$ cat config.mk
export PLATFORM = sky130hd
export DESIGN_NAME = pbfs_cell
export DESIGN_NICKNAME = d
export VERILOG_FILES = /design/src/rtl/pbfs_pkg.sv /design/src/rtl/pbfs_cell.sv
export SDC_FILE = /design/constraint.sdc
export NUM_CORES = 1
export LEC_CHECK = 0
export BUFFER_PORTS_ARGS = -buffer_cell sky130_fd_sc_hd__buf_2
export CAP_MARGIN = 10
export CELL_PAD_IN_SITES_DETAIL_PLACEMENT = 0
export CELL_PAD_IN_SITES_GLOBAL_PLACEMENT = 2
export CORE_UTILIZATION = 29
export CTS_CLUSTER_SIZE = 40
export DETAILED_ROUTE_END_ITERATION = 8
export PLACE_DENSITY = 0.88
export SETUP_SLACK_MARGIN = 0.4
export SLEW_MARGIN = 25
export SYNTH_ARGS = -nofsm -noshare
export SYNTH_HDL_FRONTEND = slang
export SYNTH_SLANG_ARGS = --single-unit
export TNS_END_PERCENT = 5
$ cat constraint.sdc
create_clock -name i_clk -period 7 [get_ports i_clk]
set_input_delay 1.4 -clock i_clk [delete_from_list [all_inputs] [get_ports i_clk]]
set_output_delay 1.4 -clock i_clk [all_outputs]
set_load 0.02 [all_outputs]
$ cat src/rtl/pbfs_pkg.sv
package pbfs_pkg;

    // Field widths fixed by the item format
    localparam int MAP_W   = 64;
    localparam int LEN_W   = 7;
    localparam int PAGE_W  = 6;

    // Default page count
    localparam int PAGE_COUNT_DEF = 64;

    // Search policy codes
    localparam logic POLICY_FIRST = 1'b0;
    localparam logic POLICY_WORST = 1'b1;

    // Request item
    typedef struct packed {
        logic [MAP_W-1:0] page_map;
        logic [LEN_W-1:0] run_length_needed;
    } t_req;

    // Result item
    typedef struct packed {
        logic              found;
        logic [PAGE_W-1:0] start_page;
    } t_res;

    // Scan state carried from cell to cell with each item
    typedef struct packed {
        logic [MAP_W-1:0]  page_map;
        logic [LEN_W-1:0]  k;          // wanted length, zero already taken as one
        logic              worst;      // policy latched at accept
        logic              done;       // first fit already resolved
        logic              hit;
        logic [PAGE_W-1:0] pick;
        logic [PAGE_W-1:0] run_start;
        logic [LEN_W-1:0]  run_len;
        logic [LEN_W-1:0]  best_len;
    } t_scan;

endpackage

$ cat src/rtl/pbfs_cell.sv
module pbfs_cell #(
    parameter int PAGE_IDX = 0
) (
    input  logic           i_clk,
    input  logic           i_rst_n,
    input  logic           i_valid,
    output logic           o_stall,
    input  pbfs_pkg::t_scan i_data,
    output logic           o_valid,
    input  logic           i_stall,
    output pbfs_pkg::t_scan o_data
);
    import pbfs_pkg::*;

    logic  r_valid;
    t_scan r_data;
    t_scan n_data;
    logic  free_page;
    logic  [LEN_W-1:0] grow_len;
    logic  [PAGE_W-1:0] grow_start;

    // Hold while the neighbor downstream is blocked and this slot is full
    assign o_stall = r_valid && i_stall;

    assign free_page  = !i_data.page_map[PAGE_IDX];
    assign grow_len   = i_data.run_len + LEN_W'(1);
    assign grow_start = (i_data.run_len == '0) ? PAGE_W'(PAGE_IDX) : i_data.run_start;

    // One page of the scan
    always_comb begin
        n_data = i_data;
        if (!i_data.done) begin
            if (free_page) begin
                n_data.run_start = grow_start;
                n_data.run_len   = grow_len;
                if (i_data.worst == POLICY_FIRST && grow_len >= i_data.k) begin
                    n_data.hit  = 1'b1;
                    n_data.pick = grow_start;
                    n_data.done = 1'b1;
                end
            end else begin
                // Used page closes the current run
                if (i_data.worst == POLICY_WORST && i_data.run_len >= i_data.k &&
                    i_data.run_len > i_data.best_len) begin
                    n_data.best_len = i_data.run_len;
                    n_data.pick     = i_data.run_start;
                    n_data.hit      = 1'b1;
                end
                n_data.run_len = '0;
            end
        end
    end

    always_ff @(posedge i_clk) begin
        if (!i_rst_n) begin
            r_valid <= 1'b0;
        end else if (!o_stall) begin
            r_valid <= i_valid;
        end
    end

    always_ff @(posedge i_clk) begin
        if (!o_stall && i_valid) begin
            r_data <= n_data;
        end
    end

    assign o_valid = r_valid;
    assign o_data  = r_data;

    // A resolved first fit passes through untouched
    a_done_kept: assert property (@(posedge i_clk) disable iff (!i_rst_n)
        (i_valid && !o_stall && i_data.done) |=>
        (r_data.done && r_data.pick == $past(i_data.pick)))
        else $error("resolved item changed in cell");

    // Done implies a hit
    a_done_hit: assert property (@(posedge i_clk) disable iff (!i_rst_n)
        (r_valid && r_data.done) |-> r_data.hit)
        else $error("done without hit");

    // A run cannot be longer than the pages seen so far
    a_run_bound: assert property (@(posedge i_clk) disable iff (!i_rst_n)
        r_valid |-> (r_data.run_len <= LEN_W'(PAGE_IDX + 1)))
        else $error("run length beyond scanned pages");

endmodule

==> flow_summary.toml, run 1 <==
[run_status]
outcome = "finished, final reports clean"

[final_layout]
nets = 569
fill_cells = 1272
final_core_util_pct = 41.5
area_growth_pct = 38.7
multi_input_area_um2 = 885
diodes = 0
seq_area_um2 = 3020
drive_above_1_share_pct = 51.5

[critical_path]
cpLargestDelayFamily = "compound AO/OA/AOI/OAI gates"
worstSetupPathType = "input port to register"
worstPathArrival_ps = 3500
cp_max_fo = 14
critPathMaxStageDelay_ps = 480
crit_path_top_delay_cell = "or2_1"
start_kind = "input port"
cp_num_buf_inv = 1
startpoint = "i_data[12]"
cp.required_ps = 7100
reg2reg_depth = 3
rr_endpoint = "o_data[12]"
reg2reg_setup_slack_ps = 5180
path_cells = "buf_2 > ha_1 > a21o_1 > a221o_1 > a31oi_2 > or2_1 > mux2_2"
r2r_start = "o_valid"
end_kind = "register"
path_depth = 7
endpoint = "o_data[5]"

[grt]
track_usage_pct = 13.5
grt_pass1_vias = 2634
grt_max_degree = 62
grt_pass1_wl_mm = 14.3
antenna_found_initial = 0
grt_overflow = 0

[route]
ant_nets = 0
drc_errors = 0
routed_wl_mm = 9.71
drtIter0Drc = 184
routed_via_density = 4.35
dr.pass1.iters = 4
drt-wirelength-per-cell_um = 15.6
vias = 2707

[sta]
setup_viol = 0
rsz0062_at_grt = "no"
max_slew_margin_pct = 51.9
skew_ps = 7.55
fmax_ghz = 0.294
fin_crit_ps = 3400
hold_violations = 0
finalSetupTns_ps = 0
post-route-period-util_pct = 48.6
drv_slew = 0
worstMarginPinSlew_ps = 719

[yosys]
synth_nets = 355
synth.most_common_cell = "edfxtp_1"
yosys.area.top_type = "edfxtp_1"
syn_avg_cell_area_um2 = 17.5
ys_async_sr_fraction_pct = 0
yosysUniqueCellTypes = 37
synth_seq_cells = 101
syn_inst = 228
yosys_warnings = 0
ys_top_cells_by_area = "edfxtp_1, ha_1, a32o_1"
synth_common_cells = "edfxtp_1, ha_1, inv_1, and2_1, o21ai_0"
synth_top_cell_area_share_pct = 75.1
synth-seq-area-share_pct = 75.6
synth_edf_count = 100
synth_ff_type = "edfxtp_1"
netlist_area_um2 = 4000

[place]
port_buffers = 205
hpwl_mm = 7.71
place.gp.congestion = 0.803

[cts]
cts_made_buffers = 9
cts-root-buf = "clkbuf_16"
clk_pin_slew_ps = 70
cts_hold_buf = 0
cts_setup_buffers = 0
cts.path.max_buffers = 2
clock_sinks = 101
ctsResizeCount = 0
clk_latency_ps = 340
htree_levels = 3
cts_tree = "done"

[floorplanning]
core-area_um2 = 13300
row_count = 42
io_pins = 206
dieWidth_um = 119
start_util_pct = 30.0
die_y_um = 119
die_area_um2 = 14300

[pwr]
powerDensity_nw_per_um2 = 248
comb_power_share_pct = 13.5
peakVddDrop_mv = 0.104
p_int_mw = 1.03
p_leak_nw = 2.41
swShare_pct = 25.4
p_seq_share_pct = 52.0
p_clk_share_pct = 34.4
p_switching_mw = 0.350

[worst_hold_path]
min-delay-path-class = "register to register"

[run]
maxCapViolCount = 0
-- through the flow --
stage,total power [mW],hold WS (ps),cells,setup WS (ps),instance area (um^2)
finish,1.38,681,623,3600,5550
global route,1.43,742,623,3420,5550
floorplan,0.834,839,228,2290,4000
global placement,0.913,643,606,3250,5230
CTS,1.40,686,623,3580,5550
detailed placement,0.921,667,607,3210,5260
-- state kept, by name (all words and copies together), names as in the netlist --
name     flops
o_data     100
o_valid      1
-- worst register-to-register path: cells and delay by family, from the launching register on --
family,cells,cell delay [ps]
flip-flops,1,310
buffers and inverters,1,380
AND/OR/NAND/NOR,2,770
-- worst min path at each step --
| stage | startpoint | endpoint | slack [ps] | depth (start not counted) |
|---|---|---|---|---|
| after detailed placement | o_valid | o_valid | 670 | 2 |
| after global routing | o_valid | o_valid | 740 | 2 |
| after global placement | o_valid | o_valid | 640 | 2 |
| after CTS | o_valid | o_valid | 690 | 2 |
| final | o_valid | o_valid | 680 | 2 |
| after floorplan | o_valid | o_valid | 840 | 2 |
-- logic make-up after synthesis --
group           count (synthesis)  share of synthesized area, %
buf+inv                        20                          2.47
compound gates                 36                          6.66
xor+xnor                        5                          1.10
fa+ha+maj                      23                          7.20
simple gates                   37                          5.19
flops                         101                          75.6
mux                             6                          1.78
-- cell usage in the layout (no fill, tap or decap), types with 2 or more instances in the layout --
cell and count:
a21o_1 3, a21oi_1 5, a22o_1 4, clkinvlp_4 2, o21bai_1 2, inv_8 2, inv_1 16, and3_1 2
nand4_1 3, mux2_2 5, clkinv_4 2, nor2_1 2, o21ai_0 8, nor3_1 2, ha_1 23, nand2_1 6
clkbuf_16 9, buf_2 205, edfxtp_1 100, a32o_1 6, xnor2_1 4, nand3b_1 4, and2_1 8, nand3_1 5
-- final cells by class --
type                       count  area share, %
clock buffer                  10           4.13
tap                          176           3.97
sequential                   101           54.5
timing repair buffer         207           19.4
multi-input combinational    107           16.0
clock inverter                 6          0.993
inverter                      16           1.08
-- power groups by stage --
stage	clock [mW]	sequential, mW	combinational [mW]
final	0.475	0.717	0.186
after floorplan	0	0.782	0.0523
after global placement	0	0.730	0.183
after CTS	0.491	0.718	0.190
after global routing	0.511	0.720	0.203
after detailed placement	0	0.731	0.190
-- per-layer routing --
layer	up-vias	track usage, %	wire [um]
met2	114	24.1	5030
li1	1315	-	-
met1	1267	15.8	3880
met3	11	2.20	624
met5	-	0	0
met4	0	6.33	178
Note: power is estimated with default switching activity, not from simulation.
==> inputs of run 2 (changes only) <==
--- a/config.mk
+++ b/config.mk
@@ -9,10 +9,10 @@
 export CAP_MARGIN = 10
 export CELL_PAD_IN_SITES_DETAIL_PLACEMENT = 0
 export CELL_PAD_IN_SITES_GLOBAL_PLACEMENT = 2
-export CORE_UTILIZATION = 29
+export CORE_UTILIZATION = 26
 export CTS_CLUSTER_SIZE = 40
 export DETAILED_ROUTE_END_ITERATION = 8
-export PLACE_DENSITY = 0.88
+export PLACE_DENSITY = 0.84
 export SETUP_SLACK_MARGIN = 0.4
 export SLEW_MARGIN = 25
 export SYNTH_ARGS = -nofsm -noshare
==> constraint.sdc (replaced) <==
create_clock -name i_clk -period 3.01 [get_ports i_clk]
set_input_delay 0.602 -clock i_clk [delete_from_list [all_inputs] [get_ports i_clk]]
set_output_delay 0.602 -clock i_clk [all_outputs]
set_load 0.02 [all_outputs]
==> flow_summary.toml, run 2 (same netlist as run 1, synthesis figures left out) <==
[final_layout]
largest_reg_flops = 100
drive_above_1_share_pct = 53.0
finalNonFillerCells = 635
final_common_cell = "buf_2"
diodes = 0
nets = 573
final_cell_mix = "buf_2, edfxtp_1, ha_1"
area_growth_pct = 39.7

[cts]
clk_latency_ps = 340
clock_sinks = 101
ctsResizeCount = 0
cts.path.max_buffers = 2
htree_levels = 3
cts_hold_buf = 0
cts_made_buffers = 9
cts_setup_buffers = 0
cts-root-buf = "clkbuf_16"
clk_pin_slew_ps = 70
cts_tree = "done"

[floorplanning]
dieWidth_um = 126
row_count = 44
die_area_um2 = 15900
die_y_um = 126
io_pins = 206
start_util_pct = 27.1
core-area_um2 = 14800

[critical_path]
crit_path_top_delay_cell = "ha_1"
cp_max_fo = 8
cp_num_buf_inv = 1
start_kind = "input port"
path_cells = "buf_2 > and3_1 > nand3_1 > xnor2_1 > ha_1 > a21o_1 > a21oi_1 > o211ai_1 > o2bb2ai_2 > a32o_1"
cpLargestDelayFamily = "compound AO/OA/AOI/OAI gates"
cp.required_ps = 3110
critPathMaxStageDelay_ps = 320
worstSetupPathType = "input port to register"
worstPathArrival_ps = 2640
end_kind = "register"

[sta]
hold_violations = 0
fmax_ghz = 0.393
skew_ps = 4.93
drv_slew = 0
worstMarginPinSlew_ps = 775
rsz0062_at_grt = "no"
post-route-period-util_pct = 84.6
max_slew_margin_pct = 48.3
fin_crit_ps = 2550
setup_viol = 0
finalSetupTns_ps = 0

[grt]
grt_max_degree = 63
grt_pass1_wl_mm = 15.5
grt_overflow = 0
antenna_found_initial = 0
track_usage_pct = 13.1
grt_pass1_vias = 2849

[place]
place_inst = 619
place.gp.congestion = 0.731
hpwl_mm = 8.06
port_buffers = 205

[pwr]
peakVddDrop_mv = 0.244
powerDensity_nw_per_um2 = 578
p_leak_nw = 2.43

[route]
drtIter0Drc = 121
vias = 2795
routed_wl_mm = 10.4
drt-wirelength-per-cell_um = 16.3
drc_errors = 0
routed_via_density = 4.40
dr.pass1.iters = 5
ant_nets = 0

[run_status]
outcome = "finished, final reports clean"

[run]
maxCapViolCount = 0

[worst_hold_path]
min-delay-path-class = "input port to register"
[run 2: worst reg2reg max path: cells and delay by family, from the launching register on]
family	cells	cell delay, ps
buffers and inverters	1	590
flip-flops	1	310
AND/OR/NAND/NOR	2	250
[run 2: metrics by stage]
stage / instance area [um^2] / setup WS [ps] / utilization (%) / power, mW / hold slack, ps
floorplan: 4010 / 313 / - / 1.94 / 701
global placement: 5270 / 214 / 35.7 / 2.13 / 599
detailed placement: 5270 / 114 / 35.7 / 2.14 / 602
CTS: 5570 / 483 / 37.7 / 3.28 / 409
global route: 5590 / 398 / 37.9 / 3.38 / 401
finish: 5590 / 464 / 37.9 / 3.23 / 432
[run 2: layer usage]
| layer | GRT usage [%] | vias to the layer above | share of wire (%) |
|---|---|---|---|
| met5 | 0 | - | 0 |
| met4 | 3.76 | 0 | 0.88 |
| met3 | 5.56 | 6 | 8.5 |
| met2 | 23.3 | 135 | 52 |
| met1 | 14.0 | 1331 | 39 |
| li1 | - | 1323 | - |
[run 2: layout make-up]
class	instances	area, um^2
Fill cell	1420	9170
Sequential cell	101	3020
Timing Repair Buffer	211	1070
Multi-Input combinational cell	107	908
Clock buffer	10	239
Tap cell	184	230
Inverter	16	60.1
Clock inverter	6	55.1
[run 2: final timing paths]
kind | start | end | cells after the start | slack, ps
min | i_data[45] | o_data[45] | 1 | 430
max reg2reg | o_valid | o_data[90] | 3 | 1420
max | i_data[10] | o_data[25] | 10 | 460
min reg2reg | o_valid | o_valid | 2 | 620
[run 2: report_power, final]
group	switching [mW]	internal [mW]	leakage, nW	total (mW)
registers	0.0218	1.65	0.977	1.67
clock network	0.524	0.599	0.139	1.12
logic	0.272	0.164	1.31	0.436
==> inputs of run 3 (changes only) <==
--- a/config.mk
+++ b/config.mk
@@ -5,6 +5,7 @@
 export SDC_FILE = /design/constraint.sdc
 export NUM_CORES = 1
 export LEC_CHECK = 0
+export ABC_AREA = 1
 export BUFFER_PORTS_ARGS = -buffer_cell sky130_fd_sc_hd__buf_2
 export CAP_MARGIN = 10
 export CELL_PAD_IN_SITES_DETAIL_PLACEMENT = 0
@@ -12,7 +13,7 @@
 export CORE_UTILIZATION = 26
 export CTS_CLUSTER_SIZE = 40
 export DETAILED_ROUTE_END_ITERATION = 8
-export PLACE_DENSITY = 0.84
+export PLACE_DENSITY = 0.85
 export SETUP_SLACK_MARGIN = 0.4
 export SLEW_MARGIN = 25
 export SYNTH_ARGS = -nofsm -noshare
==> constraint.sdc (replaced) <==
create_clock -name i_clk -period 2.3 [get_ports i_clk]
set_input_delay 0.46 -clock i_clk [delete_from_list [all_inputs] [get_ports i_clk]]
set_output_delay 0.46 -clock i_clk [all_outputs]
set_load 0.02 [all_outputs]
==> flow_summary.toml, run 3 <==
[run_status]
outcome = "finished, final reports clean"

[place]
place.gp.congestion = 0.787
placed_area_um2 = 5710
port_buffers = 205
hpwl_mm = 8.26

[critical_path]
worstSetupPathType = "input port to register"
worstPathArrival_ps = 2260
cp.required_ps = 2410
cp_max_fo = 7
start_kind = "input port"
end_kind = "register"

[pwr]
p_int_mw = 3.17
p_switching_mw = 1.14
peakVddDrop_mv = 0.343
p_leak_nw = 2.78
powerDensity_nw_per_um2 = 695
swShare_pct = 26.4
p_clk_share_pct = 33.1
comb_power_share_pct = 16.2
p_seq_share_pct = 50.7

[run]
maxCapViolCount = 0

[sta]
hold_violations = 0
fmax_ghz = 0.466
max_slew_margin_pct = 69.8
skew_ps = 7.74
setup_viol = 0
post-route-period-util_pct = 93.3
rsz0062_at_grt = "yes"
fin_crit_ps = 2150
drv_slew = 0
worstMarginPinSlew_ps = 449

[cts]
cts-root-buf = "clkbuf_16"
clock_sinks = 101
cts.path.max_buffers = 2
cts_made_buffers = 9
clk_pin_slew_ps = 70
htree_levels = 3
clk_latency_ps = 350
cts_tree = "done"

[floorplanning]
start_util_pct = 26.5
row_count = 46
die_area_um2 = 16700
core-area_um2 = 15800
die_y_um = 129
dieWidth_um = 129
io_pins = 206

[route]
routed_wl_mm = 10.6
drc_errors = 0
dr.pass1.iters = 4
ant_nets = 0
drtIter0Drc = 89
routed_via_density = 4.06
drt-wirelength-per-cell_um = 13.9
vias = 3097

[final_layout]
area_growth_pct = 47.9
final_cell_mix = "buf_2, edfxtp_1, inv_1"
final_common_cell = "buf_2"
final_core_util_pct = 39.2
nets = 669
largest_reg_flops = 100
drive_above_1_share_pct = 53.2
fin_area_um2 = 6200
diodes = 0

[yosys]
synth.most_common_cell = "edfxtp_1"
synth_top_cell_area_share_pct = 71.6
syn_avg_cell_area_um2 = 14.1
syn_inst = 297
synth-seq-area-share_pct = 72.0
yosys_warnings = 0
netlist_area_um2 = 4200
synth_seq_cells = 101
synth_common_cells = "edfxtp_1, inv_1, nand2_1, nor2_1, ha_1"
synth_ff_type = "edfxtp_1"
synth_edf_count = 100
ys_top_cells_by_area = "edfxtp_1, ha_1, inv_1"
yosys.area.top_type = "edfxtp_1"
synth_nets = 424
ys_async_sr_fraction_pct = 0
yosysUniqueCellTypes = 29

[grt]
track_usage_pct = 12.9
grt_pass1_vias = 3053
grt_pass1_wl_mm = 15.8
grt_overflow = 0
antenna_found_initial = 0
grt_max_degree = 51

[worst_hold_path]
min-delay-path-class = "input port to register"
run 3: cell count changes in the layout (fill, tap and decap cells not counted), moves of 7 or more:
cell / delta
a21oi_1: +12
nand2_1: +28
and2_1: -7
buf_4: +21
o21ai_1: +7
nor2_1: +18
inv_1: +23
run 3: through the flow:
step           setup TNS, ps  std cells  setup slack [ps]  power [mW]  hold WS, ps
2_1_floorplan         -17040        297              -167        2.59          559
3_3_place_gp           -2450        741              -348        2.88          541
3_5_place_dp           -2890        741              -426        2.89          559
4_1_cts                    0        762               115        4.36          267
5_1_grt                    0        763              45.5        4.50          265
6_report                   0        763               155        4.31          282
run 3: repair_timing:
item	CTS	global route
endpoints found under the setup margin	9	15
hold buffers	0	0
gates resized for setup	23	9
pin swaps	20	10
setup buffers	5	1
run 3: worst paths after layout:
kind	startpoint	end	slack, ps	cells after the start
worst max-delay path	i_data[8]	o_data[26]	150	16
worst min-delay path	i_data[48]	o_data[48]	280	1
worst max register to register	o_valid	o_data[64]	1020	4
worst min register to register	o_valid	o_valid	560	2
run 3: power by group through the flow:
| stage | logic [mW] | clock network (mW) | registers (mW) |
|---|---|---|---|
| finish | 0.698 | 1.43 | 2.19 |
| global route | 0.772 | 1.54 | 2.20 |
| CTS | 0.696 | 1.47 | 2.19 |
| detailed placement | 0.662 | 0 | 2.23 |
| global placement | 0.654 | 0 | 2.23 |
| floorplan | 0.208 | 0 | 2.38 |
run 3: cells by family after synthesis:
family | after synthesis | synth area share (%)
flops | 101 | 72.0
simple gates | 85 | 10.5
buf+inv | 46 | 4.47
compound gates | 37 | 5.07
fa+ha+maj | 23 | 6.86
xor+xnor | 5 | 1.04
run 3: cell type report:
| type | count | area [um^2] |
|---|---|---|
| Timing Repair Buffer | 236 | 1310 |
| Fill cell | 1549 | 9620 |
| Sequential cell | 101 | 3020 |
| Tap cell | 216 | 270 |
| Clock inverter | 6 | 47.5 |
| Inverter | 44 | 170 |
| Clock buffer | 10 | 229 |
| Multi-Input combinational cell | 150 | 1160 |
run 3: metal layers:
metal  wire [um]  track usage [%]  vias up
li1            -                -     1523
met1        4060             13.7     1418
met2        5390             22.7      144
met3         943             4.62       12
met4         197             5.95        0
met5           0                0        -
run 3: critical path, stage by stage:
cell and delay (ps):
buf_8 80, ha_4 130, nand3_2 90, nor2_1 90
nand2_1 70, xor2_1 170, inv_1 100, ha_4 230
a21o_1 150, nor2_1 130, nand3_2 130, nand2_4 110
nand2_8 80, nand2_8 110, buf_6 100, nand2_2 30
