<file path="config.mk">
export PLATFORM = sky130hd
export DESIGN_NAME = pbfs_out
export DESIGN_NICKNAME = d
export VERILOG_FILES = /design/src/rtl/pbfs_pkg.sv /design/src/rtl/pbfs_out.sv
export SDC_FILE = /design/constraint.sdc
export NUM_CORES = 1
export LEC_CHECK = 0
export BUFFER_PORTS_ARGS = -buffer_cell sky130_fd_sc_hd__buf_2
export CORE_ASPECT_RATIO = 0.75
export CORE_MARGIN = 5
export CORE_UTILIZATION = 30
export DETAILED_ROUTE_END_ITERATION = 16
export GPL_TIMING_DRIVEN = 0
export PLACE_DENSITY = 0.82
export SLEW_MARGIN = 20
export SYNTH_ARGS = -nofsm -noshare
export SYNTH_HDL_FRONTEND = slang
export SYNTH_SLANG_ARGS = --single-unit
</file>
<file path="constraint.sdc">
create_clock -name i_clk -period 2.5 [get_ports i_clk]
set_input_delay 0.25 -clock i_clk [delete_from_list [all_inputs] [get_ports i_clk]]
set_output_delay 0.25 -clock i_clk [all_outputs]
set_load 0.005 [all_outputs]
</file>
<file path="src/rtl/pbfs_pkg.sv">
package pbfs_pkg;

    // Field widths fixed by the item format
    localparam int MAP_W   = 64;
    localparam int LEN_W   = 7;
    localparam int PAGE_W  = 6;

    // Default page count
    localparam int PAGE_COUNT_DEF = 64;

    // Search policy codes
    localparam logic POLICY_FIRST = 1'b0;
    localparam logic POLICY_WORST = 1'b1;

    // Request item
    typedef struct packed {
        logic [MAP_W-1:0] page_map;
        logic [LEN_W-1:0] run_length_needed;
    } t_req;

    // Result item
    typedef struct packed {
        logic              found;
        logic [PAGE_W-1:0] start_page;
    } t_res;

    // Scan state carried from cell to cell with each item
    typedef struct packed {
        logic [MAP_W-1:0]  page_map;
        logic [LEN_W-1:0]  k;          // wanted length, zero already taken as one
        logic              worst;      // policy latched at accept
        logic              done;       // first fit already resolved
        logic              hit;
        logic [PAGE_W-1:0] pick;
        logic [PAGE_W-1:0] run_start;
        logic [LEN_W-1:0]  run_len;
        logic [LEN_W-1:0]  best_len;
    } t_scan;

endpackage

</file>
<file path="src/rtl/pbfs_out.sv">
module pbfs_out #(
    parameter int PAGE_COUNT = pbfs_pkg::PAGE_COUNT_DEF
) (
    input  logic            i_clk,
    input  logic            i_rst_n,
    input  logic            i_valid,
    output logic            o_stall,
    input  pbfs_pkg::t_scan i_data,
    output logic            o_valid,
    input  logic            i_stall,
    output pbfs_pkg::t_res  o_item
);
    import pbfs_pkg::*;

    logic  r_valid;
    t_res  r_item;
    t_res  n_item;
    logic  close_hit;
    logic  [PAGE_W-1:0] close_pick;
    logic  len_ok;

    assign o_stall = r_valid && i_stall;

    // End of map acts as a used page: close the last run for worst fit
    always_comb begin
        close_hit  = i_data.hit;
        close_pick = i_data.pick;
        if (!i_data.done && i_data.worst == POLICY_WORST &&
            i_data.run_len >= i_data.k && i_data.run_len > i_data.best_len) begin
            close_hit  = 1'b1;
            close_pick = i_data.run_start;
        end
    end

    // Lengths above the page count never fit
    assign len_ok = (i_data.k <= LEN_W'(PAGE_COUNT));

    always_comb begin
        n_item.found      = close_hit && len_ok;
        n_item.start_page = (close_hit && len_ok) ? close_pick : '0;
    end

    always_ff @(posedge i_clk) begin
        if (!i_rst_n) begin
            r_valid <= 1'b0;
        end else if (!o_stall) begin
            r_valid <= i_valid;
        end
    end

    always_ff @(posedge i_clk) begin
        if (!o_stall && i_valid) begin
            r_item <= n_item;
        end
    end

    assign o_valid = r_valid;
    assign o_item  = r_item;

    a_too_long: assert property (@(posedge i_clk) disable iff (!i_rst_n)
        (i_valid && !o_stall && i_data.k > LEN_W'(PAGE_COUNT)) |=> !r_item.found)
        else $error("oversized length reported as found");

    a_miss_zero: assert property (@(posedge i_clk) disable iff (!i_rst_n)
        (i_valid && !o_stall && !i_data.hit && i_data.worst == POLICY_FIRST) |=>
        (!r_item.found && r_item.start_page == '0))
        else $error("first fit miss not reported as zero");

    a_first_hit: assert property (@(posedge i_clk) disable iff (!i_rst_n)
        (i_valid && !o_stall && i_data.done && len_ok) |=>
        (r_item.found && r_item.start_page == $past(i_data.pick)))
        else $error("first fit hit lost");

endmodule

</file>
==> metrics.cfg, run 1 <==
[status]
run_status = complete, no violations

[floorplanning]
dieArea_sq_um = 3600
die_w_um = 67.6
initial_utilization = 0.318
floorplan.rows = 15
floorplan.die.height_um = 53.2
num_io_pins = 113
design.core.area_sq_um = 2350

[final_layout]
layout.cells.most_common = sky130_fd_sc_hd__buf_2
final_core_utilization = 0.450
stdcell_count = 165
p_r_area_growth_vs_syn_pct = 41.4
drive_above_1_share = 0.412
antenna_cells = 0
layout_common_cells = 48 x sky130_fd_sc_hd__buf_2, 14 x sky130_fd_sc_hd__ha_1, 13 x sky130_fd_sc_hd__inv_1, 7 x sky130_fd_sc_hd__nand3_1, 7 x sky130_fd_sc_hd__edfxtp_1
final_net_count = 250

[global_routing]
grt_overflow_total = 0
grt_pass1_vias = 766
grt_start_max_net_pins = 11
grt_antenna_before_repair = 0
grt_pass1_wl_um = 3150
grtUsageTotal = 0.117

[detailed_routing]
drcViolationCount = 0
vias = 754
wirelength_um = 2050
detailedRoute.firstPassIterationCount = 4
drt.antenna.violating_nets = 0
routedWlPerCell_um = 12.4
initialDrtViolationCount = 10
vias_per_cell = 4.57

[timing]
setup_viols_final = 0
setup_total_negative_slack_ns = 0
report.final.hold_viol_count = 0
finalWorstPathRequiredPeriod_ns = 1.62
clock.fmax_mhz = 615
rsz0062_at_grt = no
max_slew.worst_pin.slew_ns = 0.642
remaining_max_slew_budget_at_the_tightest_pin = 0.571
layout_worst_path_cycle_share = 0.650
final_max_slew_viol_count = 0
timing.clock.skew_ns = 0.000448

[placed_design]
gpl_wtd_cong = 0.776
dp_cells = 161
portBuffers = 48
hpwl_um = 1830

[setup_path]
critical_path_slowest_stage_cell = sky130_fd_sc_hd__a211oi_4
critical_path_class = in2reg
critPathMaxFanout = 7
largest_incremental_delay_on_the_critical_path_ns = 0.49
critical_path.endpoint_type = flip-flop
rr_worst_depth = 2
required_ns = 2.59
timing.critical_path.cells = buf_2 > inv_1 > ha_1 > nand4_1 > o21ai_0 > a211oi_4 > mux2i_1
critical_path.n_buffers_inverters = 2
critPathTopFamily = compound AO/OA/AOI/OAI gates
critPathLaunchType = input port
crit_cells = 7
worstPathArrival_ns = 1.71

[clock_tree]
clockRootBuffer = sky130_fd_sc_hd__clkbuf_4
cts_setup_buffers = 0
tritoncts.num_buffers = 3
htreeDepth = 1
insertion_delay_ns = 0.25
cts_tree = built
postCtsHoldBufs = 0
clockBufferDepth = 2
cts_resized = 0
clkTransAtPathRegs_ns = 0.06
clkSinkCount = 8

[worst_hold_path]
number_of_cells_on_the_worst_hold_path = 2
worst_hold_path_type = in2reg

[synth]
yosys_warnings = 0
yosys_register_bits = 8
synthesis.instances = 79
netlist.area_leader.share = 0.281
post_synth_num_cell_types = 24
yosys.area.top_type = sky130_fd_sc_hd__edfxtp_1
synth_fp_nets = 197
yosysSeqAreaShare = 0.308
synth.avg_cell_area_sq_um = 9.46
synthTopCellsByArea = sky130_fd_sc_hd__edfxtp_1 28%, sky130_fd_sc_hd__ha_1 23%, sky130_fd_sc_hd__mux2i_1 8.0%
syn-cell-area_sq_um = 747

[power_and_ir_drop]
cellLeakagePower_nw = 0.555
maximum_ir_drop_on_the_vdd_rail_mv = 0.134
power.density_cell_area_nw_per_um2 = 364

[run]
max_cap_viol_count = 0

flip-flops by register name, indices dropped and copies added (netlist names):
register,cells
o_item,7
o_valid,1
final cells by class:
cell class	count	area, sq um
Multi-Input combinational cell	57	460
Sequential cell	8	230
Buffer	1	7.51
Tap cell	34	42.5
Fill cell	236	1290
Clock buffer	4	26.3
Timing Repair Buffer	48	240
Inverter	13	48.8
cells in the mapped netlist:
cell and n:
sky130_fd_sc_hd__a21oi_1 4, sky130_fd_sc_hd__a211oi_4 1, sky130_fd_sc_hd__nand4_1 2, sky130_fd_sc_hd__a21o_1 1
sky130_fd_sc_hd__and2_1 1, sky130_fd_sc_hd__o2111a_1 1, sky130_fd_sc_hd__nand3b_1 1, sky130_fd_sc_hd__o21a_1 2
sky130_fd_sc_hd__nor2_1 2, sky130_fd_sc_hd__o21ai_1 1, sky130_fd_sc_hd__edfxtp_1 7, sky130_fd_sc_hd__nor3_1 1
sky130_fd_sc_hd__nand3_1 7, sky130_fd_sc_hd__mux2i_1 6, sky130_fd_sc_hd__o21ai_0 2, sky130_fd_sc_hd__a211oi_1 1
sky130_fd_sc_hd__nand2_1 6, sky130_fd_sc_hd__buf_4 1, sky130_fd_sc_hd__ha_1 14, sky130_fd_sc_hd__o31ai_1 1
sky130_fd_sc_hd__dfxtp_1 1, sky130_fd_sc_hd__inv_1 13, sky130_fd_sc_hd__nor2b_1 2, sky130_fd_sc_hd__o31ai_2 1
per-stage QoR:
step,total power [W],cell area [sq um],hold slack (ns),setup WS (ns)
floorplan,0.000221,747,0.368,0.858
global placement,0.000271,1030,0.451,0.659
detailed placement,0.000279,1030,0.460,0.631
CTS,0.000387,1060,0.198,0.877
global route,0.000414,1060,0.200,0.760
finish,0.000384,1060,0.197,0.875
layer usage:
layer / wire [um] / track usage / share of wire
met2: 1110 / 0.213 / 0.54
met1: 803 / 0.128 / 0.39
met3: 120 / 0.0318 / 0.059
met4: 19 / 0.0404 / 0.0093
met5: 0 / 0 / 0
where the power goes:
| part | switching (W) | internal [W] |
|---|---|---|
| combinational | 0.0000597 | 0.0000589 |
| sequential | 0.00000201 | 0.000156 |
| clock | 0.0000464 | 0.0000612 |
cells by family after synthesis:
| kind of cell | synth area share |
|---|---|
| buffers and inverters | 0.0754 |
| and+or+nand+nor | 0.146 |
| AOI/OAI and AO/OA | 0.156 |
| adders and majority gates | 0.235 |
| DFF | 0.308 |
| muxes | 0.0804 |
worst paths after layout:
kind,start,endpoint,slack (ns)
max,i_data[4],o_item[4]$_SDFFCE_PN0P_,0.88
min,i_rst_n,o_valid$_SDFFE_PN0N_,0.20
min reg2reg,o_valid$_SDFFE_PN0N_,o_valid$_SDFFE_PN0N_,0.60
max reg2reg,o_valid$_SDFFE_PN0N_,o_item[0]$_SDFFCE_PN0P_,1.17
(Power assumes the default switching activity.)
==> inputs of run 2 (changes only) <==
ABC_AREA = 1   (was unset)
PLACE_DENSITY = 0.78   (was 0.82)
clock period = 1.45 ns   (was 2.5 ns; I/O delays follow)
==> run 2 against run 1 <==
Compared with the run above:
- sequential share of layout area decreased by 6.3 points
- largest power group is now combinational logic
- highest routed layer is now met3
- final area up 40%
- largest cell class unchanged
- power increased by 140%
- clock power grew to 2.6 times the previous value
- combinational power rose to 3.3 times the previous value
- worst setup slack worse by 0.81 ns
==> metrics.cfg, run 2 <==
[detailed_routing]
initialDrtViolationCount = 14  ; was 10
drcViolationCount = 0  ; unchanged
vias = 927  ; was 754
drt.antenna.violating_nets = 0  ; unchanged
wirelength_um = 2400  ; was 2050 um
detailedRoute.firstPassIterationCount = 4  ; unchanged
vias_per_cell = 4.25  ; was 4.57
routedWlPerCell_um = 11.0  ; was 12.4 um

[final_layout]
final_core_utilization = 0.501  ; was 0.450
antenna_cells = 0  ; unchanged
drive_above_1_share = 0.572  ; was 0.412
p_r_area_growth_vs_syn_pct = 59.3  ; was 41.4%
max_ffs_per_register = 7  ; unchanged
num-fill-cells = 295  ; was 236
layout.area.seq_sq_um = 230  ; unchanged
stdcell_count = 218  ; was 165
layout.cells.most_common = sky130_fd_sc_hd__buf_2  ; unchanged
layout_common_cells = 47 x sky130_fd_sc_hd__buf_2, 24 x sky130_fd_sc_hd__nand2_1, 21 x sky130_fd_sc_hd__inv_1, 9 x sky130_fd_sc_hd__buf_4  ; was 48 x sky130_fd_sc_hd__buf_2, 14 x sky130_fd_sc_hd__ha_1, 13 x sky130_fd_sc_hd__inv_1, 7 x sky130_fd_sc_hd__nand3_1, 7 x sky130_fd_sc_hd__edfxtp_1
multi_input_area_sq_um = 737  ; was 460 sq um
final_net_count = 299  ; was 250

[setup_path]
critical_path_slowest_stage_cell = sky130_fd_sc_hd__ha_4  ; was sky130_fd_sc_hd__a211oi_4
worstPathArrival_ns = 1.37  ; was 1.71 ns
critPathMaxFanout = 7  ; unchanged
critical_path.n_buffers_inverters = 2  ; unchanged
required_ns = 1.44  ; was 2.59 ns
largest_incremental_delay_on_the_critical_path_ns = 0.27  ; was 0.49 ns
critPathTopFamily = simple AND/OR/NAND/NOR gates  ; was compound AO/OA/AOI/OAI gates
critPathLaunchType = input port  ; unchanged
critical_path_class = in2reg  ; unchanged
critical_path.endpoint_type = flip-flop  ; unchanged
timing.critical_path.cells = buf_4 > ha_4 > nand2_4 > nor2_4 > nand2_2 > nand2_4 > nand3_4 > nand2_1 > nand2_1 > inv_2 > nor2_4  ; was buf_2 > inv_1 > ha_1 > nand4_1 > o21ai_0 > a211oi_4 > mux2i_1

[synth]
syn-cell-area_sq_um = 931  ; was 747 sq um
yosys_warnings = 0  ; unchanged
synth_fp_nets = 238  ; was 197
synth-edff-count = 7  ; unchanged
post_synth_num_cell_types = 22  ; was 24
synth.avg_cell_area_sq_um = 7.76  ; was 9.46 sq um
netlist.area_leader.share = 0.226  ; was 0.281
yosys.cell_count.top_type = sky130_fd_sc_hd__nand2_1  ; was sky130_fd_sc_hd__ha_1
synthTopCellsByCount = 30 x sky130_fd_sc_hd__nand2_1, 25 x sky130_fd_sc_hd__inv_1, 14 x sky130_fd_sc_hd__ha_1  ; was 14 x sky130_fd_sc_hd__ha_1, 13 x sky130_fd_sc_hd__inv_1, 7 x sky130_fd_sc_hd__edfxtp_1, 7 x sky130_fd_sc_hd__nand3_1
synthTopCellsByArea = sky130_fd_sc_hd__edfxtp_1 23%, sky130_fd_sc_hd__ha_1 19%, sky130_fd_sc_hd__nand2_1 12%  ; was sky130_fd_sc_hd__edfxtp_1 28%, sky130_fd_sc_hd__ha_1 23%, sky130_fd_sc_hd__mux2i_1 8.0%
yosys_register_bits = 8  ; unchanged
yosys.area.top_type = sky130_fd_sc_hd__edfxtp_1  ; unchanged
async_reset_ff_frac = 0  ; unchanged
synthesis.instances = 120  ; was 79
postSynth.topFlopCell = sky130_fd_sc_hd__edfxtp_1  ; unchanged
yosysSeqAreaShare = 0.247  ; was 0.308

[timing]
clock.fmax_mhz = 720
finalWorstPathRequiredPeriod_ns = 1.39
layout_worst_path_cycle_share = 0.957
final_max_slew_viol_count = 0  ; unchanged
timing.clock.skew_ns = 0.00459  ; was 0.000448 ns
setup_viols_final = 0  ; unchanged
remaining_max_slew_budget_at_the_tightest_pin = 0.612  ; was 0.571
report.final.hold_viol_count = 0  ; unchanged
setup_total_negative_slack_ns = 0  ; unchanged
max_slew.worst_pin.slew_ns = 0.580  ; was 0.642 ns

[floorplanning]
floorplan.die.height_um = 58.2  ; was 53.2 um
die_w_um = 74.3  ; was 67.6 um
initial_utilization = 0.315  ; was 0.318
dieArea_sq_um = 4330  ; was 3600 sq um
floorplan.rows = 17  ; was 15
design.core.area_sq_um = 2960  ; was 2350 sq um
num_io_pins = 113  ; unchanged

[worst_hold_path]
worst_hold_path_type = in2reg  ; unchanged

[power_and_ir_drop]
maximum_ir_drop_on_the_vdd_rail_mv = 0.377  ; was 0.134 mV
p_int_w = 0.000646  ; was 0.000276 W
power_switching_w = 0.000292  ; was 0.000108 W
power.switching_fraction = 0.312  ; was 0.282
power.density_cell_area_nw_per_um2 = 633  ; was 364 nW/um^2
part_of_the_power_in_registers = 0.291  ; was 0.411
cellLeakagePower_nw = 0.773  ; was 0.555 nW
share_comb_of_total_power = 0.413  ; was 0.309
clockPowerShare = 0.296  ; was 0.280

[clock_tree]
insertion_delay_ns = 0.23  ; was 0.25 ns
clockBufferDepth = 2  ; unchanged
tritoncts.num_buffers = 3  ; unchanged
postCtsHoldBufs = 0  ; unchanged
cts_tree = built  ; unchanged
clkSinkCount = 8  ; unchanged
clkTransAtPathRegs_ns = 0.04  ; was 0.06 ns
htreeDepth = 1  ; unchanged
clockRootBuffer = sky130_fd_sc_hd__clkbuf_8  ; was sky130_fd_sc_hd__clkbuf_4

[global_routing]
grt_antenna_before_repair = 0  ; unchanged
grt_pass1_vias = 852  ; was 766
grtUsageTotal = 0.106  ; was 0.117
grt_overflow_total = 0  ; unchanged
grt_pass1_wl_um = 3560  ; was 3150 um
grt_start_max_net_pins = 8  ; was 11

[placed_design]
portBuffers = 48  ; unchanged
gpl_wtd_cong = 0.727  ; was 0.776
dp_cells = 206  ; was 161
hpwl_um = 1940  ; was 1830 um

[run]
max_cap_viol_count = 0  ; unchanged

[status]
run_status = complete, no violations  ; unchanged

-- run 2: final cells by class --
cell class	instances	area share
well taps	38	0.0321
flip-flops and latches	8	0.155
multi-input cells	80	0.497
inverters	32	0.0810
repair buffers	56	0.204
clock buffers	4	0.0304
-- run 2: worst register-to-register path, delay by kind of cell (launching register included) --
| kind | cells | cell delay, ns |
|---|---|---|
| flops | 1 | 0.30 |
| buf+inv | 1 | 0.05 |
| simple gates | 2 | 0.51 |
-- run 2: cells by family after synthesis --
group | synth area share
compound gates | 0.0780
fa+ha+maj | 0.188
buf+inv | 0.129
flops | 0.247
simple gates | 0.358
-- run 2: path summary, 6_finish.rpt --
| kind | depth (start not counted) | from | end | slack [ns] |
|---|---|---|---|---|
| worst min register to register | 2 | o_valid$_SDFFE_PN0N_ | o_valid$_SDFFE_PN0N_ | 0.51 |
| worst max register to register | 3 | o_valid$_SDFFE_PN0N_ | o_item[0]$_SDFFCE_PN0P_ | 0.21 |
| worst min-delay path | 2 | i_rst_n | o_valid$_SDFFE_PN0N_ | 0.19 |
| worst max-delay path | 11 | i_data[11] | o_item[4]$_SDFFCE_PN0P_ | 0.06 |
-- run 2: timing repair --
action / 4_1_cts / 5_1_grt
pin swaps: 2 / 13
hold endpoints to repair: 0 / 0
gates resized for setup: 2 / 25
buffers inserted: 2 / 6
endpoints found under the setup margin: 6 / 7
-- run 2: power by group through the flow --
stage	clock network, W	logic (W)	registers, W
6_report	0.000278	0.000388	0.000273
3_5_place_dp	0	0.000287	0.000276
3_3_place_gp	0	0.000278	0.000277
2_1_floorplan	0	0.000177	0.000280
5_1_grt	0.000300	0.000432	0.000274
4_1_cts	0.000280	0.000307	0.000273
-- run 2: metal layers --
layer / vias up / routed length [um] / track usage
met4: 0 / 0 / 0.0152
met1: 402 / 1120 / 0.147
met3: 0 / 156 / 0.0347
met2: 26 / 1120 / 0.164
met5: - / 0 / 0
li1: 499 / - / -
-- run 2: through the flow --
stage / setup slack, ns / cell area, sq um / total power, W / hold WS [ns]
global placement: -0.249 / 1220 / 0.000555 / 0.407
finish: 0.0620 / 1480 / 0.000938 / 0.190
detailed placement: -0.259 / 1220 / 0.000563 / 0.412
global route: -0.00271 / 1480 / 0.00101 / 0.183
CTS: 0.0182 / 1290 / 0.000860 / 0.188
floorplan: 0.00774 / 931 / 0.000456 / 0.299
==> inputs of run 3 (changes only) <==
==> constraint.sdc (replaced) <==
create_clock -name i_clk -period 1.45 [get_ports i_clk]
set_input_delay 0.0725 -clock i_clk [delete_from_list [all_inputs] [get_ports i_clk]]
set_output_delay 0.0725 -clock i_clk [all_outputs]
set_load 0.005 [all_outputs]
==> run 3 against run 2 <==
Compared with the run above:
- final area down 10%
- power down 8.3%
- cell count down 2.3%
- first-iteration DRC count up 7.1%
- largest power group unchanged
==> metrics.cfg, run 3 (synthesis results as in run 2) <==
[status]
run_status = complete, no violations  ; unchanged

[floorplanning]
initial_utilization = 0.315  ; unchanged
die_w_um = 74.3  ; unchanged
floorplan.die.height_um = 58.2  ; unchanged
floorplan.rows = 17  ; unchanged
num_io_pins = 113  ; unchanged
dieArea_sq_um = 4330  ; unchanged
design.core.area_sq_um = 2960  ; unchanged

[clock_tree]
clkTransAtPathRegs_ns = 0.04  ; about the same
tritoncts.num_buffers = 3  ; unchanged
clkSinkCount = 8  ; unchanged
htreeDepth = 1  ; unchanged
insertion_delay_ns = 0.23  ; about the same
cts_tree = built  ; unchanged
clockBufferDepth = 2  ; unchanged
clockRootBuffer = sky130_fd_sc_hd__clkbuf_8  ; unchanged
postCtsHoldBufs = 0  ; unchanged

[final_layout]
layout.cells.most_common = sky130_fd_sc_hd__buf_2  ; unchanged
layout_common_cells = 48 x sky130_fd_sc_hd__buf_2, 30 x sky130_fd_sc_hd__nand2_1, 25 x sky130_fd_sc_hd__inv_1, 12 x sky130_fd_sc_hd__ha_1  ; was 47 x sky130_fd_sc_hd__buf_2, 24 x sky130_fd_sc_hd__nand2_1, 21 x sky130_fd_sc_hd__inv_1, 9 x sky130_fd_sc_hd__buf_4
p_r_area_growth_vs_syn_pct = 42.6  ; was 59.3%
stdcell_count = 213  ; was 218
final_net_count = 294  ; was 299
antenna_cells = 0  ; unchanged
max_ffs_per_register = 7  ; unchanged
num-fill-cells = 305  ; was 295
drive_above_1_share = 0.463  ; was 0.572

[timing]
hold_slack_ns = 0.118  ; was 0.190 ns
layout_worst_path_cycle_share = 0.930  ; was 0.957
timing.clock.skew_ns = 0.00472  ; was 0.00459 ns
max_slew.worst_pin.slew_ns = 0.582  ; was 0.580 ns
rsz0062_at_grt = no
final_max_slew_viol_count = 0  ; unchanged
report.final.hold_viol_count = 0  ; unchanged
setup_viols_final = 0  ; unchanged
clock.fmax_mhz = 742  ; was 720 MHz
finalWorstPathRequiredPeriod_ns = 1.35  ; was 1.39 ns
final.setup.worst_slack_ns = 0.102  ; was 0.0620 ns
remaining_max_slew_budget_at_the_tightest_pin = 0.611  ; was 0.612

[power_and_ir_drop]
power.density_cell_area_nw_per_um2 = 648  ; was 633 nW/um^2
total_design_power_w = 0.000860  ; was 0.000938 W
maximum_ir_drop_on_the_vdd_rail_mv = 0.376  ; was 0.377 mV
cellLeakagePower_nw = 0.740  ; was 0.773 nW

[setup_path]
regToRegEndpoint = o_item[0]$_SDFFCE_PN0P_  ; unchanged
rr_worst_depth = 3  ; unchanged
required_ns = 1.43  ; was 1.44 ns
ff2ff_setup_slack_ns = 0.21  ; about the same
critical_path.endpoint_type = flip-flop  ; unchanged
worstPathArrival_ns = 1.33  ; was 1.37 ns
critical_path_class = in2reg  ; unchanged
cp-startpoint = i_data[13]  ; was i_data[11]
critPathLaunchType = input port  ; unchanged
critical_path.reg2reg.startpoint = o_valid$_SDFFE_PN0N_  ; unchanged
critPathMaxFanout = 7  ; unchanged

[detailed_routing]
detailedRoute.firstPassIterationCount = 5  ; was 4
initialDrtViolationCount = 15  ; was 14
wirelength_um = 2210  ; was 2400 um
vias = 888  ; was 927
drt.antenna.violating_nets = 0  ; unchanged
routedWlPerCell_um = 10.4  ; was 11.0 um
drcViolationCount = 0  ; unchanged
vias_per_cell = 4.17  ; was 4.25

[worst_hold_path]
worst_hold_path_type = in2reg  ; unchanged
start_point_of_the_worst_min_delay_path = i_rst_n  ; unchanged
whs_endpoint = o_valid$_SDFFE_PN0N_  ; unchanged
number_of_cells_on_the_worst_hold_path = 2  ; unchanged

[placed_design]
gpl_wtd_cong = 0.727  ; unchanged
dp_cells = 206  ; unchanged
portBuffers = 48  ; unchanged
hpwl_um = 1940  ; unchanged
detailedPlace.worstSlack_ns = -0.187  ; was -0.259 ns

[global_routing]
grt_pass1_vias = 848  ; was 852
grtUsageTotal = 0.107  ; was 0.106
grt_start_max_net_pins = 8  ; unchanged
grt_pass1_wl_um = 3580  ; was 3560 um
grt_antenna_before_repair = 0  ; unchanged
grt_overflow_total = 0  ; unchanged

[run]
max_cap_viol_count = 0  ; unchanged

run 3: repair_timing:
action | in CTS | in global routing
gates resized for setup | 0 | 4
hold endpoints to repair | 0 | 0
endpoints found under the setup margin | 0 | 7
buffers inserted | 0 | 3
run 3: per-stage QoR:
stage | cell area, sq um | utilization | setup TNS (ns)
after CTS | 1260 | 0.427 | 0
after global placement | 1220 | 0.412 | -1.20
after detailed placement | 1220 | 0.412 | -1.25
after global routing | 1330 | 0.449 | 0
final | 1330 | 0.449 | 0
after floorplan | 931 | - | 0
run 3: how the worst max path moves through the flow:
stage / slack, ns / end
floorplan: 0.08 / o_item[0]$_SDFFCE_PN0P_
global placement: -0.18 / o_item[5]$_SDFFCE_PN0P_
detailed placement: -0.19 / o_item[1]$_SDFFCE_PN0P_
CTS: 0.05 / o_item[5]$_SDFFCE_PN0P_
global route: 0.007 / o_item[0]$_SDFFCE_PN0P_
finish: 0.10 / o_item[5]$_SDFFCE_PN0P_
run 3: critical path, stage by stage:
cell	delay, ns
sky130_fd_sc_hd__buf_2	0.12
sky130_fd_sc_hd__ha_1	0.30
sky130_fd_sc_hd__nand2_2	0.10
sky130_fd_sc_hd__inv_1	0.07
sky130_fd_sc_hd__a21oi_4	0.19
sky130_fd_sc_hd__nand2_4	0.11
sky130_fd_sc_hd__nand3_4	0.14
sky130_fd_sc_hd__nand2_4	0.08
sky130_fd_sc_hd__nand2_8	0.09
sky130_fd_sc_hd__nor2_2	0.04
run 3: layout make-up:
type	instances	area [sq um]	share of cell area
multi-input cells	80	622	0.468
repair buffers	51	263	0.198
flip-flops and latches	8	230	0.173
inverters	32	120	0.0905
well taps	38	47.5	0.0358
clock buffers	4	45.0	0.0339
run 3: layer usage:
metal  part of all wire  global-route usage
met1               0.49               0.146
met2               0.44               0.167
met3              0.072              0.0364
met4                  0              0.0152
met5                  0                   0
run 3: report_power, final:
part | total [W] | leakage (nW) | internal, W | switching [W]
clock | 0.000278 | 0.0228 | 0.000190 | 0.0000874
sequential | 0.000273 | 0.0782 | 0.000270 | 0.00000297
combinational | 0.000310 | 0.639 | 0.000137 | 0.000173
total | 0.000860 | 0.740 | 0.000597 | 0.000263
